--- config.mk ---
export PLATFORM = sky130hd
export DESIGN_NAME = plb_ctrl
export DESIGN_NICKNAME = d
export VERILOG_FILES = /design/src/sv/plb_pkg.sv /design/src/sv/plb_ctrl.sv
export SDC_FILE = /design/constraint.sdc
export NUM_CORES = 1
export LEC_CHECK = 0
export ABC_AREA = 1
export BUFFER_PORTS_ARGS = -buffer_cell sky130_fd_sc_hd__buf_2
export CAP_MARGIN = 15
export CORE_AREA = 3 3 40 42
export DETAILED_ROUTE_END_ITERATION = 7
export DIE_AREA = 0 0 43 45
export GPL_ROUTABILITY_DRIVEN = 1
export PLACE_DENSITY_LB_ADDON = 0.08
export REMOVE_ABC_BUFFERS = 1
export SYNTH_ARGS = -nofsm -noshare
export SYNTH_HDL_FRONTEND = slang
export SYNTH_SLANG_ARGS = --single-unit
--- constraint.sdc ---
create_clock -name clk -period 1.4 [get_ports clk]
set_input_delay 0.28 -clock clk [delete_from_list [all_inputs] [get_ports clk]]
set_output_delay 0.28 -clock clk [all_outputs]
set_load 0.02 [all_outputs]
--- src/sv/plb_pkg.sv ---
// ----------------------------------------------------------------------------
// plb_pkg
// Shared types and constants for the price ladder best-level tracker.
// ----------------------------------------------------------------------------
package plb_pkg;

  // Default sizing of the ladder.
  localparam int unsigned LADDER_LEVELS_DEF = 8192;
  localparam int unsigned COUNT_BITS_DEF    = 16;

  // Fixed field widths.
  localparam int unsigned QTY_BITS     = 48;
  localparam int unsigned CFG_IDX_BITS = 2;

  // Configuration register indexes.
  localparam logic [CFG_IDX_BITS-1:0] CFG_BASE_PRICE = 2'd0;
  localparam logic [CFG_IDX_BITS-1:0] CFG_BOOK_SIDE  = 2'd1;

  // Result status codes.
  localparam logic [1:0] ST_OK    = 2'd0;
  localparam logic [1:0] ST_RANGE = 2'd1;
  localparam logic [1:0] ST_EMPTY = 2'd2;
  localparam logic [1:0] ST_FULL  = 2'd3;

  // Request codes.
  localparam logic REQ_ADD = 1'b0;
  localparam logic REQ_REM = 1'b1;

  // Book side codes.
  localparam logic SIDE_BID = 1'b0;

  typedef struct packed {
    logic        req_type;
    logic [31:0] price;
    logic [31:0] qty;
  } in_item_t;

  typedef struct packed {
    logic [1:0]          status;
    logic                best_valid;
    logic [31:0]         top_price;
    logic [QTY_BITS-1:0] best_qty;
    logic [QTY_BITS-1:0] level_qty;
    logic [15:0]         level_orders;
  } out_item_t;

  // Commands from the controller to the datapath.
  typedef struct packed {
    logic clear;
    logic accept;
    logic update;
    logic srch;
    logic scan;
    logic rdq;
    logic load;
  } cmd_t;

  // Status from the datapath to the controller.
  typedef struct packed {
    logic clr_last;
    logic need_search;
    logic word_hit;
    logic sum_hit;
    logic out_free;
  } sts_t;

endpackage

--- src/sv/plb_ctrl.sv ---
// ----------------------------------------------------------------------------
// plb_ctrl
// Sequencing state machine: clearing pass, level update, best-level search.
// ----------------------------------------------------------------------------
module plb_ctrl (
  input  logic          clk,
  input  logic          rst_n,
  input  logic          in_valid,
  output logic          in_stall,
  input  plb_pkg::sts_t sts,
  output plb_pkg::cmd_t cmd
);

  import plb_pkg::*;

  typedef enum logic [6:0] {
    S_CLEAR = 7'b0000001,
    S_IDLE  = 7'b0000010,
    S_READ  = 7'b0000100,
    S_SRCH  = 7'b0001000,
    S_SCAN  = 7'b0010000,
    S_RDQ   = 7'b0100000,
    S_FIN   = 7'b1000000
  } state_t;

  state_t state_r, state_nxt;

  assign in_stall = (state_r != S_IDLE);

  // Next state and commands.
  always_comb begin
    state_nxt = state_r;
    cmd       = '0;
    unique case (state_r)
      S_CLEAR: begin
        cmd.clear = 1'b1;
        if (sts.clr_last) begin
          state_nxt = S_IDLE;
        end
      end
      S_IDLE: begin
        if (in_valid) begin
          cmd.accept = 1'b1;
          state_nxt  = S_READ;
        end
      end
      S_READ: begin
        cmd.update = 1'b1;
        state_nxt  = sts.need_search ? S_SRCH : S_FIN;
      end
      S_SRCH: begin
        cmd.srch = 1'b1;
        priority if (sts.word_hit) begin
          state_nxt = S_RDQ;
        end else if (sts.sum_hit) begin
          state_nxt = S_SCAN;
        end else begin
          state_nxt = S_FIN;
        end
      end
      S_SCAN: begin
        cmd.scan  = 1'b1;
        state_nxt = S_RDQ;
      end
      S_RDQ: begin
        cmd.rdq   = 1'b1;
        state_nxt = S_FIN;
      end
      S_FIN: begin
        if (sts.out_free) begin
          cmd.load  = 1'b1;
          state_nxt = S_IDLE;
        end
      end
      default: begin
        state_nxt = S_CLEAR;
      end
    endcase
  end

  // State register.
  always_ff @(posedge clk) begin
    if (!rst_n) begin
      state_r <= S_CLEAR;
    end else begin
      state_r <= state_nxt;
    end
  end

endmodule

==> results.yml, run 1 <==
floorplanning:
  die_w_um: 43
  start_util: 0.410
  core_area_mm2: 0.00128
  io_pins: 16
  dieArea_mm2: 0.00194
  core.rowCount: 13
  dieHeight_um: 45
clock_tree:
  cts_tree: "built"
  clk_path_buf_depth: 2
  clk_latency_ns: 0.25
  numCtsBuffers: 3
  postCtsHoldBufs: 0
  cts_root_buffer: "clkbuf_4"
  cts.sinks: 7
  htree_levels: 1
  path_clk_slew_ns: 0.05
pwr:
  power_frac_comb: 0.378
  p_sw_frac: 0.342
  p_leak_nw: 0.429
  seqPwrFrac: 0.338
  power.share.clock: 0.284
  ir_drop_uv: 544
  internal_power_uw: 429
  powerDensity_mw_per_mm2: 732
  p_switching_uw: 223
place:
  placedCellCount: 109
  dp_slack_ns: 0.104
  dp_hpwl_um: 870
  gp_congestion: 0.733
  placed_area_um2: 621
  io_buffers: 15
critical_path:
  crit_slowest_cell: "dfxtp_2"
  end_kind: "primary output"
  critPathRequiredTime_ns: 1.12
  path_delay_family: "simple AND/OR/NAND/NOR gates"
  critical_path_arrival_ns: 1.20
  worstSetupPathType: "flip-flop to primary output"
  max_stage_delay_ns: 0.33
  path_buf_inv: 2
  timing.critical_path.cells: "nor2_2 -> nand3_2 -> or2_1 -> inv_1 -> buf_6"
  startpoint_type: "flip-flop"
  path_max_fanout: 3
routing:
  drt_iter0_drc: 11
  vias: 601
  drtPass1Iterations: 4
  routed_wl_um: 1440
  remaining_drc_errors: 0
  vias_per_cell: 4.70
  wl_per_cell_um: 11.2
  ant_nets: 0
synthesis:
  ys_seq_elements: 7
  synthAdderAreaFrac: 0
  synth_top_family_by_area: "simple AND/OR/NAND/NOR gates"
  synth.largest_area_cell: "dfxtp_1"
  synth-simple-area-share: 0.556
  syn_area_um2: 527
  synth_top_cells_by_area: "dfxtp_1 (27%), nand2_2 (9.5%), nand3_1 (9.5%), nor2_1 (8.6%), inv_1 (6.4%)"
  ys_seq_area_frac: 0.266
  synth_compound_area_frac: 0.0428
  synth.most_common_cell: "nor2_1"
  synth-edff-count: 0
  yosys-mux-area-fraction: 0
  synthFlopType: "dfxtp_1"
  synthDistinctLibCells: 20
  synthCells: 79
  yosysWarnings: 0
  synthTopCellsByCount: "nor2_1 (12), nand3_1 (10), inv_1 (9), inv_2 (9), nand2_1 (9)"
  synth-xor-area-share: 0
  synth.avg_cell_area_um2: 6.67
  synth_top_cell_area_share: 0.266
  async_flop_share: 0
timing:
  slew_headroom: 0.835
  tightest_slew_ns: 0.247
  holdWs_ns: 0.221
  fin_crit_ns: 1.48
  hold_viol_final: 0
  drv_slew: 0
  skew_ns: 0.00169
  setup_violations: 8
  fin_setup_tns_ns: -0.361
  min_period_over_period: 1.05
  rsz0062_at_grt: "true"
  final.setup.worst_slack_ns: -0.0757
  fmax_ghz: 0.678
global_route:
  grt_use_total: 0.145
  grt-ovfl-total: 0
  grt_pass1_wl_um: 2060
  antenna_found_initial: 0
  grt_pass1_vias: 544
  grt_max_degree: 8
cells_and_area:
  top_regs: "state_r: 7 flops"
  final_area_um2: 891
  largest_reg_flops: 7
  fin_nets: 122
  layout-drive-gt1-share: 0.690
  area_delta_synth_final_pct: 69.1
  fillers: 117
  antennaDiodeCount: 0
  final_cell_count_no_fill: 128
  regMostFlops: "state_r"
run_status:
  status: "finished, violations left"
  violations: "setup timing"
flow_run:
  maxCapViolations: 0
min_path:
  hold_path.class: "primary input to flip-flop"
[cell families after synthesis]
logic type             Yosys count
and+or+nand+nor                 50
buffers and inverters           19
DFF                              7
AOI/OAI and AO/OA                3
[metal layers]
metal	wire [µm]	global-route usage	part of all wire
met5	0	0	0
met3	74	0.0279	0.052
met1	540	0.156	0.38
met2	788	0.260	0.55
met4	32	0.0904	0.022
[final timing paths]
check / start / end / slack [ns] / depth (start not counted)
min: sts[2] / state_r[4] / 0.22 / 2
min reg2reg: state_r[1] / state_r[1] / 0.69 / 4
max: state_r[3] / cmd[2] / -0.08 / 5
max reg2reg: state_r[3] / state_r[0] / -0.01 / 11
[repair_timing]
item,in CTS,in global routing
pin swaps,9,9
endpoints found under the hold margin,0,0
setup buffers,11,4
setup endpoints to repair,8,9
gates resized for setup,24,20
[layout by cell type, fill, tap and decap left out]
cell,synthesis,routed
buf_2,0,7
nor4b_2,1,1
inv_2,9,11
nor3_1,1,1
or2_1,1,1
nor2_8,1,1
dfxtp_4,0,1
clkbuf_1,0,1
nand2_4,1,6
a21oi_1,1,1
dfxtp_1,7,1
nand3_1,10,7
nand2_1,9,8
nor2_1,12,7
nor2_4,2,4
dfxtp_2,0,5
nor2_2,1,4
clkbuf_4,0,3
nand2_2,8,4
clkinv_1,1,1
inv_4,0,1
nand3b_1,1,1
buf_6,0,9
nor3_2,1,1
a21oi_2,2,2
nand3_2,1,4
inv_1,9,6
buf_4,0,14
[power by group through the flow]
| stage | clock, mW | combinational (mW) | sequential [mW] |
|---|---|---|---|
| CTS | 0.186 | 0.234 | 0.222 |
| finish | 0.185 | 0.247 | 0.221 |
| detailed placement | 0 | 0.170 | 0.224 |
| global route | 0.195 | 0.273 | 0.222 |
| global placement | 0 | 0.171 | 0.224 |
| floorplan | 0 | 0.129 | 0.223 |
[layout make-up]
type / instances / area [µm²] / area share
tap: 15 / 18.8 / 0.0211
inverter: 19 / 73.8 / 0.0829
clock buffer: 4 / 26.3 / 0.0295
timing repair buffer: 30 / 241 / 0.271
multi-input combinational: 53 / 380 / 0.427
sequential: 7 / 150 / 0.169
[per-stage QoR]
stage | util | power, mW
finish | 0.693 | 0.652
global route | 0.693 | 0.690
CTS | 0.612 | 0.642
detailed placement | 0.483 | 0.394
global placement | 0.483 | 0.395
floorplan | - | 0.352
Note: power is estimated with default switching activity, not from simulation.
==> run 2, diff against run 1 <==
--- a/config.mk
+++ b/config.mk
@@ -5,7 +5,6 @@
 export SDC_FILE = /design/constraint.sdc
 export NUM_CORES = 1
 export LEC_CHECK = 0
-export ABC_AREA = 1
 export BUFFER_PORTS_ARGS = -buffer_cell sky130_fd_sc_hd__buf_2
 export CAP_MARGIN = 15
 export CORE_AREA = 3 3 40 42
@@ -13,6 +12,7 @@
 export DIE_AREA = 0 0 43 45
 export GPL_ROUTABILITY_DRIVEN = 1
 export PLACE_DENSITY_LB_ADDON = 0.08
+export RECOVER_POWER = 100
 export REMOVE_ABC_BUFFERS = 1
 export SYNTH_ARGS = -nofsm -noshare
 export SYNTH_HDL_FRONTEND = slang
==> run 2 against run 1 <==
Net effect:
- the flow still finishes with violations (setup timing)
- synthesized area down 10%
- final area decreased by 4.1%
- clock power shrank 3%
- routed wire length increased by 0.35%
- sequential share of layout area grew 0.86 points
- register-to-register slack worse by 0.27 ns
- via count fell by 9.5%
- worst hold slack better by 0.025 ns
- synthesized cell count down 28%
- critical path type unchanged
- critical endpoint is now cmd[4]
- highest routed layer unchanged
==> results.yml, run 2 <==
timing:
  final.setup.worst_slack_ns: -0.425
  setup_violations: 13
  skew_ns: 0.00735
  rsz0062_at_grt: "true"
  tightest_slew_ns: 0.234
  drv_slew: 0
  fmax_ghz: 0.548
  min_period_over_period: 1.30
  hold_viol_final: 0
  fin_crit_ns: 1.82
  slew_headroom: 0.844
pwr:
  p_sw_frac: 0.288
  internal_power_uw: 420
  powerDensity_mw_per_mm2: 690
  p_switching_uw: 170
  ir_drop_uv: 473
  p_leak_nw: 0.402
  seqPwrFrac: 0.359
  power_frac_comb: 0.335
  design_power_total_uw: 590
  power.share.clock: 0.306
global_route:
  antenna_found_initial: 0
  grt_pass1_wl_um: 2240
  grt-ovfl-total: 0
  grt_max_degree: 8
  grt_pass1_vias: 538
  grt_use_total: 0.156
synthesis:
  synth-edff-count: 0
  synthDistinctLibCells: 28
  synthTopCellsByCount: "nor2_1 (9), dfxtp_1 (7), inv_1 (5), and3_1 (4), nand2_1 (3)"
  synth.largest_area_cell: "dfxtp_1"
  syn_area_um2: 472
  synth_top_cell_area_share: 0.297
  ys_seq_area_frac: 0.297
  async_flop_share: 0
  synth_top_cells_by_area: "dfxtp_1 (30%), nor2_1 (7.2%), and3_1 (5.3%), nor4b_4 (5.0%), inv_1 (4.0%)"
  synthCells: 57
  synth.avg_cell_area_um2: 8.28
  ys_seq_elements: 7
  synthFlopType: "dfxtp_1"
  synth.most_common_cell: "nor2_1"
  yosysWarnings: 0
critical_path:
  path_delay_family: "simple AND/OR/NAND/NOR gates"
  r2r-start: "state_r[5]"
  reg2reg_slack_ns: -0.28
  end_kind: "primary output"
  critPathRequiredTime_ns: 1.12
  critical_path_arrival_ns: 1.54
  worstSetupPathType: "flip-flop to primary output"
  crit_slowest_cell: "or4_4"
  path_max_fanout: 2
  worstReg2RegEnd: "state_r[4]"
  startpoint_type: "flip-flop"
  path_buf_inv: 1
  max_stage_delay_ns: 0.55
  timing.critical_path.cells: "or4_4 -> nor4b_4 -> buf_4"
  worstRegToRegCells: 6
run_status:
  status: "finished, violations left"
  violations: "setup timing"
floorplanning:
  io_pins: 16
  die_w_um: 43
  dieHeight_um: 45
  core_area_mm2: 0.00128
  core.rowCount: 13
  dieArea_mm2: 0.00194
  start_util: 0.367
clock_tree:
  cts.sinks: 7
  cts_root_buffer: "clkbuf_4"
  cts_tree: "built"
  clk_path_buf_depth: 2
  clk_latency_ns: 0.25
  numCtsBuffers: 3
  path_clk_slew_ns: 0.06
  htree_levels: 1
min_path:
  hold_end: "state_r[6]"
  worst_hold_startpoint: "sts[1]"
  hold_path.class: "primary input to flip-flop"
  hold_depth: 2
routing:
  drt_iter0_drc: 10
  ant_nets: 0
  vias: 544
  vias_per_cell: 4.95
  wl_per_cell_um: 13.1
  routed_wl_um: 1440
  remaining_drc_errors: 0
  drtPass1Iterations: 4
cells_and_area:
  antennaDiodeCount: 0
  top_regs: "state_r: 7 flops"
  largest_reg_flops: 7
  fin_nets: 104
  mostFrequentLayoutCell: "buf_4"
  area_delta_synth_final_pct: 81.2
  regMostFlops: "state_r"
  fin_util: 0.665
  layout-drive-gt1-share: 0.611
  final_cell_mix: "buf_4 (20), buf_6 (8), buf_2 (7)"
place:
  io_buffers: 15
  gp_congestion: 0.732
  dp_hpwl_um: 993
  dp_slack_ns: -0.223
flow_run:
  maxCapViolations: 0
-- run 2: cell count changes after synthesis, sizes merged, moves of 2 or more --
cell    previous run  this run
o22a               0         2
nand2b             0         2
inv               18         5
o21ai              0         3
nand2             18         3
nor2b              0         2
nand3             11         0
and3               0         4
nor2              16         9
-- run 2: cell type report --
| type | count | area (µm²) |
|---|---|---|
| clock buffer | 4 | 26.3 |
| fill | 111 | 430 |
| inverter | 5 | 18.8 |
| multi-input combinational | 44 | 364 |
| sequential | 7 | 151 |
| tap | 15 | 18.8 |
| timing repair buffer | 35 | 275 |
-- run 2: worst max path at each step --
stage / startpoint / endpoint / slack (ns) / depth (start not counted)
final: state_r[5] / cmd[4] / -0.42 / 3
after global routing: state_r[4] / cmd[3] / -0.50 / 3
after CTS: state_r[4] / cmd[4] / -0.43 / 3
after detailed placement: state_r[5] / state_r[4] / -0.22 / 5
after global placement: state_r[5] / state_r[4] / -0.20 / 5
after floorplan: state_r[4] / state_r[6] / -0.39 / 4
-- run 2: cell families (layout without fill, tap and decap cells) --
family | after synthesis | in the layout | synth area share
compound gates | 11 | 11 | 0.167
xor+xnor | 2 | 2 | 0.0371
buf+inv | 6 | 44 | 0.0637
flops | 7 | 7 | 0.297
mux | 1 | 1 | 0.0212
simple gates | 30 | 30 | 0.414
-- run 2: worst register-to-register path: cells and delay by family, from the launching register on --
| kind | cells | cell delay [ns] |
|---|---|---|
| buffers and inverters | 2 | 0.24 |
| DFF | 1 | 0.32 |
| and+or+nand+nor | 4 | 1.04 |
-- run 2: metal layers --
metal,share of wire,up-vias,global-route usage
li1,-,280,-
met1,0.46,246,0.183
met2,0.50,16,0.290
met3,0.040,2,0.0120
met4,0.0062,0,0.0723
met5,0,-,0
-- run 2: repair_timing --
item / in CTS / in global routing
hold buffers: 0 / 0
endpoints found under the setup margin: 12 / 14
gates resized for setup: 30 / 8
setup buffers: 9 / 3
pin swaps: 7 / 7
-- run 2: per-stage QoR --
| stage | hold WS (ns) | instances | cell area (µm²) | setup TNS (ns) |
|---|---|---|---|---|
| floorplan | 0.369 | 56 | 460 | -1.78 |
| global placement | 0.484 | 97 | 637 | -0.954 |
| finish | 0.245 | 110 | 855 | -2.75 |
| detailed placement | 0.485 | 97 | 637 | -1.04 |
| global route | 0.243 | 110 | 855 | -3.89 |
| CTS | 0.223 | 110 | 826 | -2.54 |
-- run 2: power groups by stage --
stage | combinational, mW | clock (mW) | sequential, mW
2_1_floorplan | 0.0664 | 0 | 0.223
3_3_place_gp | 0.134 | 0 | 0.216
3_5_place_dp | 0.134 | 0 | 0.217
4_1_cts | 0.190 | 0.180 | 0.213
5_1_grt | 0.214 | 0.199 | 0.213
6_report | 0.197 | 0.180 | 0.212
==> run 3, diff against run 2 <==
--- a/config.mk
+++ b/config.mk
@@ -7,9 +7,9 @@
 export LEC_CHECK = 0
 export BUFFER_PORTS_ARGS = -buffer_cell sky130_fd_sc_hd__buf_2
 export CAP_MARGIN = 15
-export CORE_AREA = 3 3 40 42
+export CORE_MARGIN = 3
+export CORE_UTILIZATION = 35
 export DETAILED_ROUTE_END_ITERATION = 7
-export DIE_AREA = 0 0 43 45
 export GPL_ROUTABILITY_DRIVEN = 1
 export PLACE_DENSITY_LB_ADDON = 0.08
 export RECOVER_POWER = 100
==> run 3 against run 2 <==
Net effect:
- the run still ends with setup timing left
- clock skew increased by 0.0024 ns
- cell count decreased by 0.91%
- first-iteration DRC count decreased by 20%
- via count increased by 8.3%
- combinational power about the same
- register-to-register slack improved by 0.04 ns
- routed wire length increased by 8.8%
- critical path type unchanged
==> results.yml, run 3 (synthesis results as in run 2) <==
timing:
  setup_violations: 13
  fin_setup_tns_ns: -3.07
  slew_headroom: 0.823
  min_period_over_period: 1.37
  final.setup.worst_slack_ns: -0.514
  holdWs_ns: 0.227
  fin_crit_ns: 1.91
  fmax_ghz: 0.523
  skew_ns: 0.00972
  hold_viol_final: 0
  drv_slew: 0
  rsz0062_at_grt: "true"
  tightest_slew_ns: 0.264
place:
  dp_slack_ns: -0.210
  io_buffers: 15
  gp_congestion: 0.817
  dp_hpwl_um: 940
global_route:
  grt_pass1_wl_um: 2670
  antenna_found_initial: 0
  grt_max_degree: 8
  grt_pass1_vias: 589
  grt-ovfl-total: 0
  grt_use_total: 0.198
pwr:
  p_leak_nw: 0.399
  ir_drop_uv: 387
  seqPwrFrac: 0.352
  p_switching_uw: 185
  internal_power_uw: 421
  power.share.clock: 0.320
  p_sw_frac: 0.306
  powerDensity_mw_per_mm2: 678
  power_frac_comb: 0.329
routing:
  drt_iter0_drc: 8
  ant_nets: 0
  drtPass1Iterations: 4
  vias_per_cell: 5.40
  vias: 589
  remaining_drc_errors: 0
  routed_wl_um: 1570
  wl_per_cell_um: 14.4
cells_and_area:
  antennaDiodeCount: 0
  fin_nets: 104
  layout-drive-gt1-share: 0.695
  area_delta_synth_final_pct: 89.7
  mostFrequentLayoutCell: "buf_4"
  top_regs: "state_r: 7 flops"
  regMostFlops: "state_r"
  fin_util: 0.754
  largest_reg_flops: 7
  fillers: 85
  final_cell_mix: "buf_4 (18), buf_6 (10), buf_2 (7)"
floorplanning:
  start_util: 0.398
  dieHeight_um: 42.7
  core.rowCount: 12
  core_area_mm2: 0.00119
  dieArea_mm2: 0.00182
  die_w_um: 42.7
  io_pins: 16
critical_path:
  end_kind: "primary output"
  path_max_fanout: 2
  worstSetupStartpoint: "state_r[4]"
  startpoint_type: "flip-flop"
  critPathRequiredTime_ns: 1.12
  r2r-start: "state_r[4]"
  critical_path_arrival_ns: 1.63
  worstSetupPathType: "flip-flop to primary output"
flow_run:
  maxCapViolations: 0
clock_tree:
  htree_levels: 1
  clk_latency_ns: 0.26
  clk_path_buf_depth: 2
  cts_tree: "built"
  path_clk_slew_ns: 0.06
  postCtsHoldBufs: 0
  cts.sinks: 7
  numCtsBuffers: 3
  cts_root_buffer: "clkbuf_4"
run_status:
  violations: "setup timing"
  status: "finished, violations left"
min_path:
  worst_hold_startpoint: "sts[1]"
  hold_path.class: "primary input to flip-flop"
==> run 3: what timing repair did <==
action,4_1_cts,5_1_grt
setup endpoints to repair,12,14
pin swaps,10,10
setup buffers,11,1
resized for setup,35,15
==> run 3: critical path: stages, from the launching register on <==
cell and delay [ns]:
dfxtp_1 0.31, or4_4 0.57, nor4b_4 0.29, buf_4 0.21
==> run 3: power groups by stage <==
stage / Sequential [mW] / Combinational (mW) / Clock, mW
after CTS: 0.213 / 0.189 / 0.198
final: 0.213 / 0.200 / 0.194
after global routing: 0.214 / 0.218 / 0.209
after global placement: 0.216 / 0.133 / 0
after detailed placement: 0.216 / 0.134 / 0
after floorplan: 0.223 / 0.0664 / 0
==> run 3: routing by layer <==
metal | routed length (µm) | vias to the layer above | share of wire | global-route usage
met5 | 0 | - | 0 | 0
met4 | 93 | 0 | 0.059 | 0.143
met3 | 100 | 10 | 0.064 | 0.0763
met2 | 777 | 32 | 0.50 | 0.308
met1 | 596 | 268 | 0.38 | 0.215
li1 | - | 279 | - | -
==> run 3: layout make-up <==
cell class	instances	area [µm²]	share of cell area
Tap cell	14	17.5	0.0196
Sequential cell	7	149	0.166
Inverter	5	18.8	0.0210
Clock buffer	4	26.3	0.0294
Multi-Input combinational cell	44	400	0.448
Timing Repair Buffer	35	283	0.316
==> run 3: final timing paths <==
kind         slack [ns]  cells past startpoint          to
max reg2reg       -0.24                      5  state_r[6]
max               -0.51                      3      cmd[4]
min                0.23                      2  state_r[6]
min reg2reg        0.76                      5  state_r[0]
==> run 3: stage by stage <==
step / cells / instance area [µm²] / total power, mW
2_1_floorplan: 56 / 460 / 0.290
3_3_place_gp: 96 / 636 / 0.349
3_5_place_dp: 96 / 636 / 0.350
4_1_cts: 111 / 856 / 0.601
5_1_grt: 109 / 895 / 0.642
6_report: 109 / 895 / 0.607
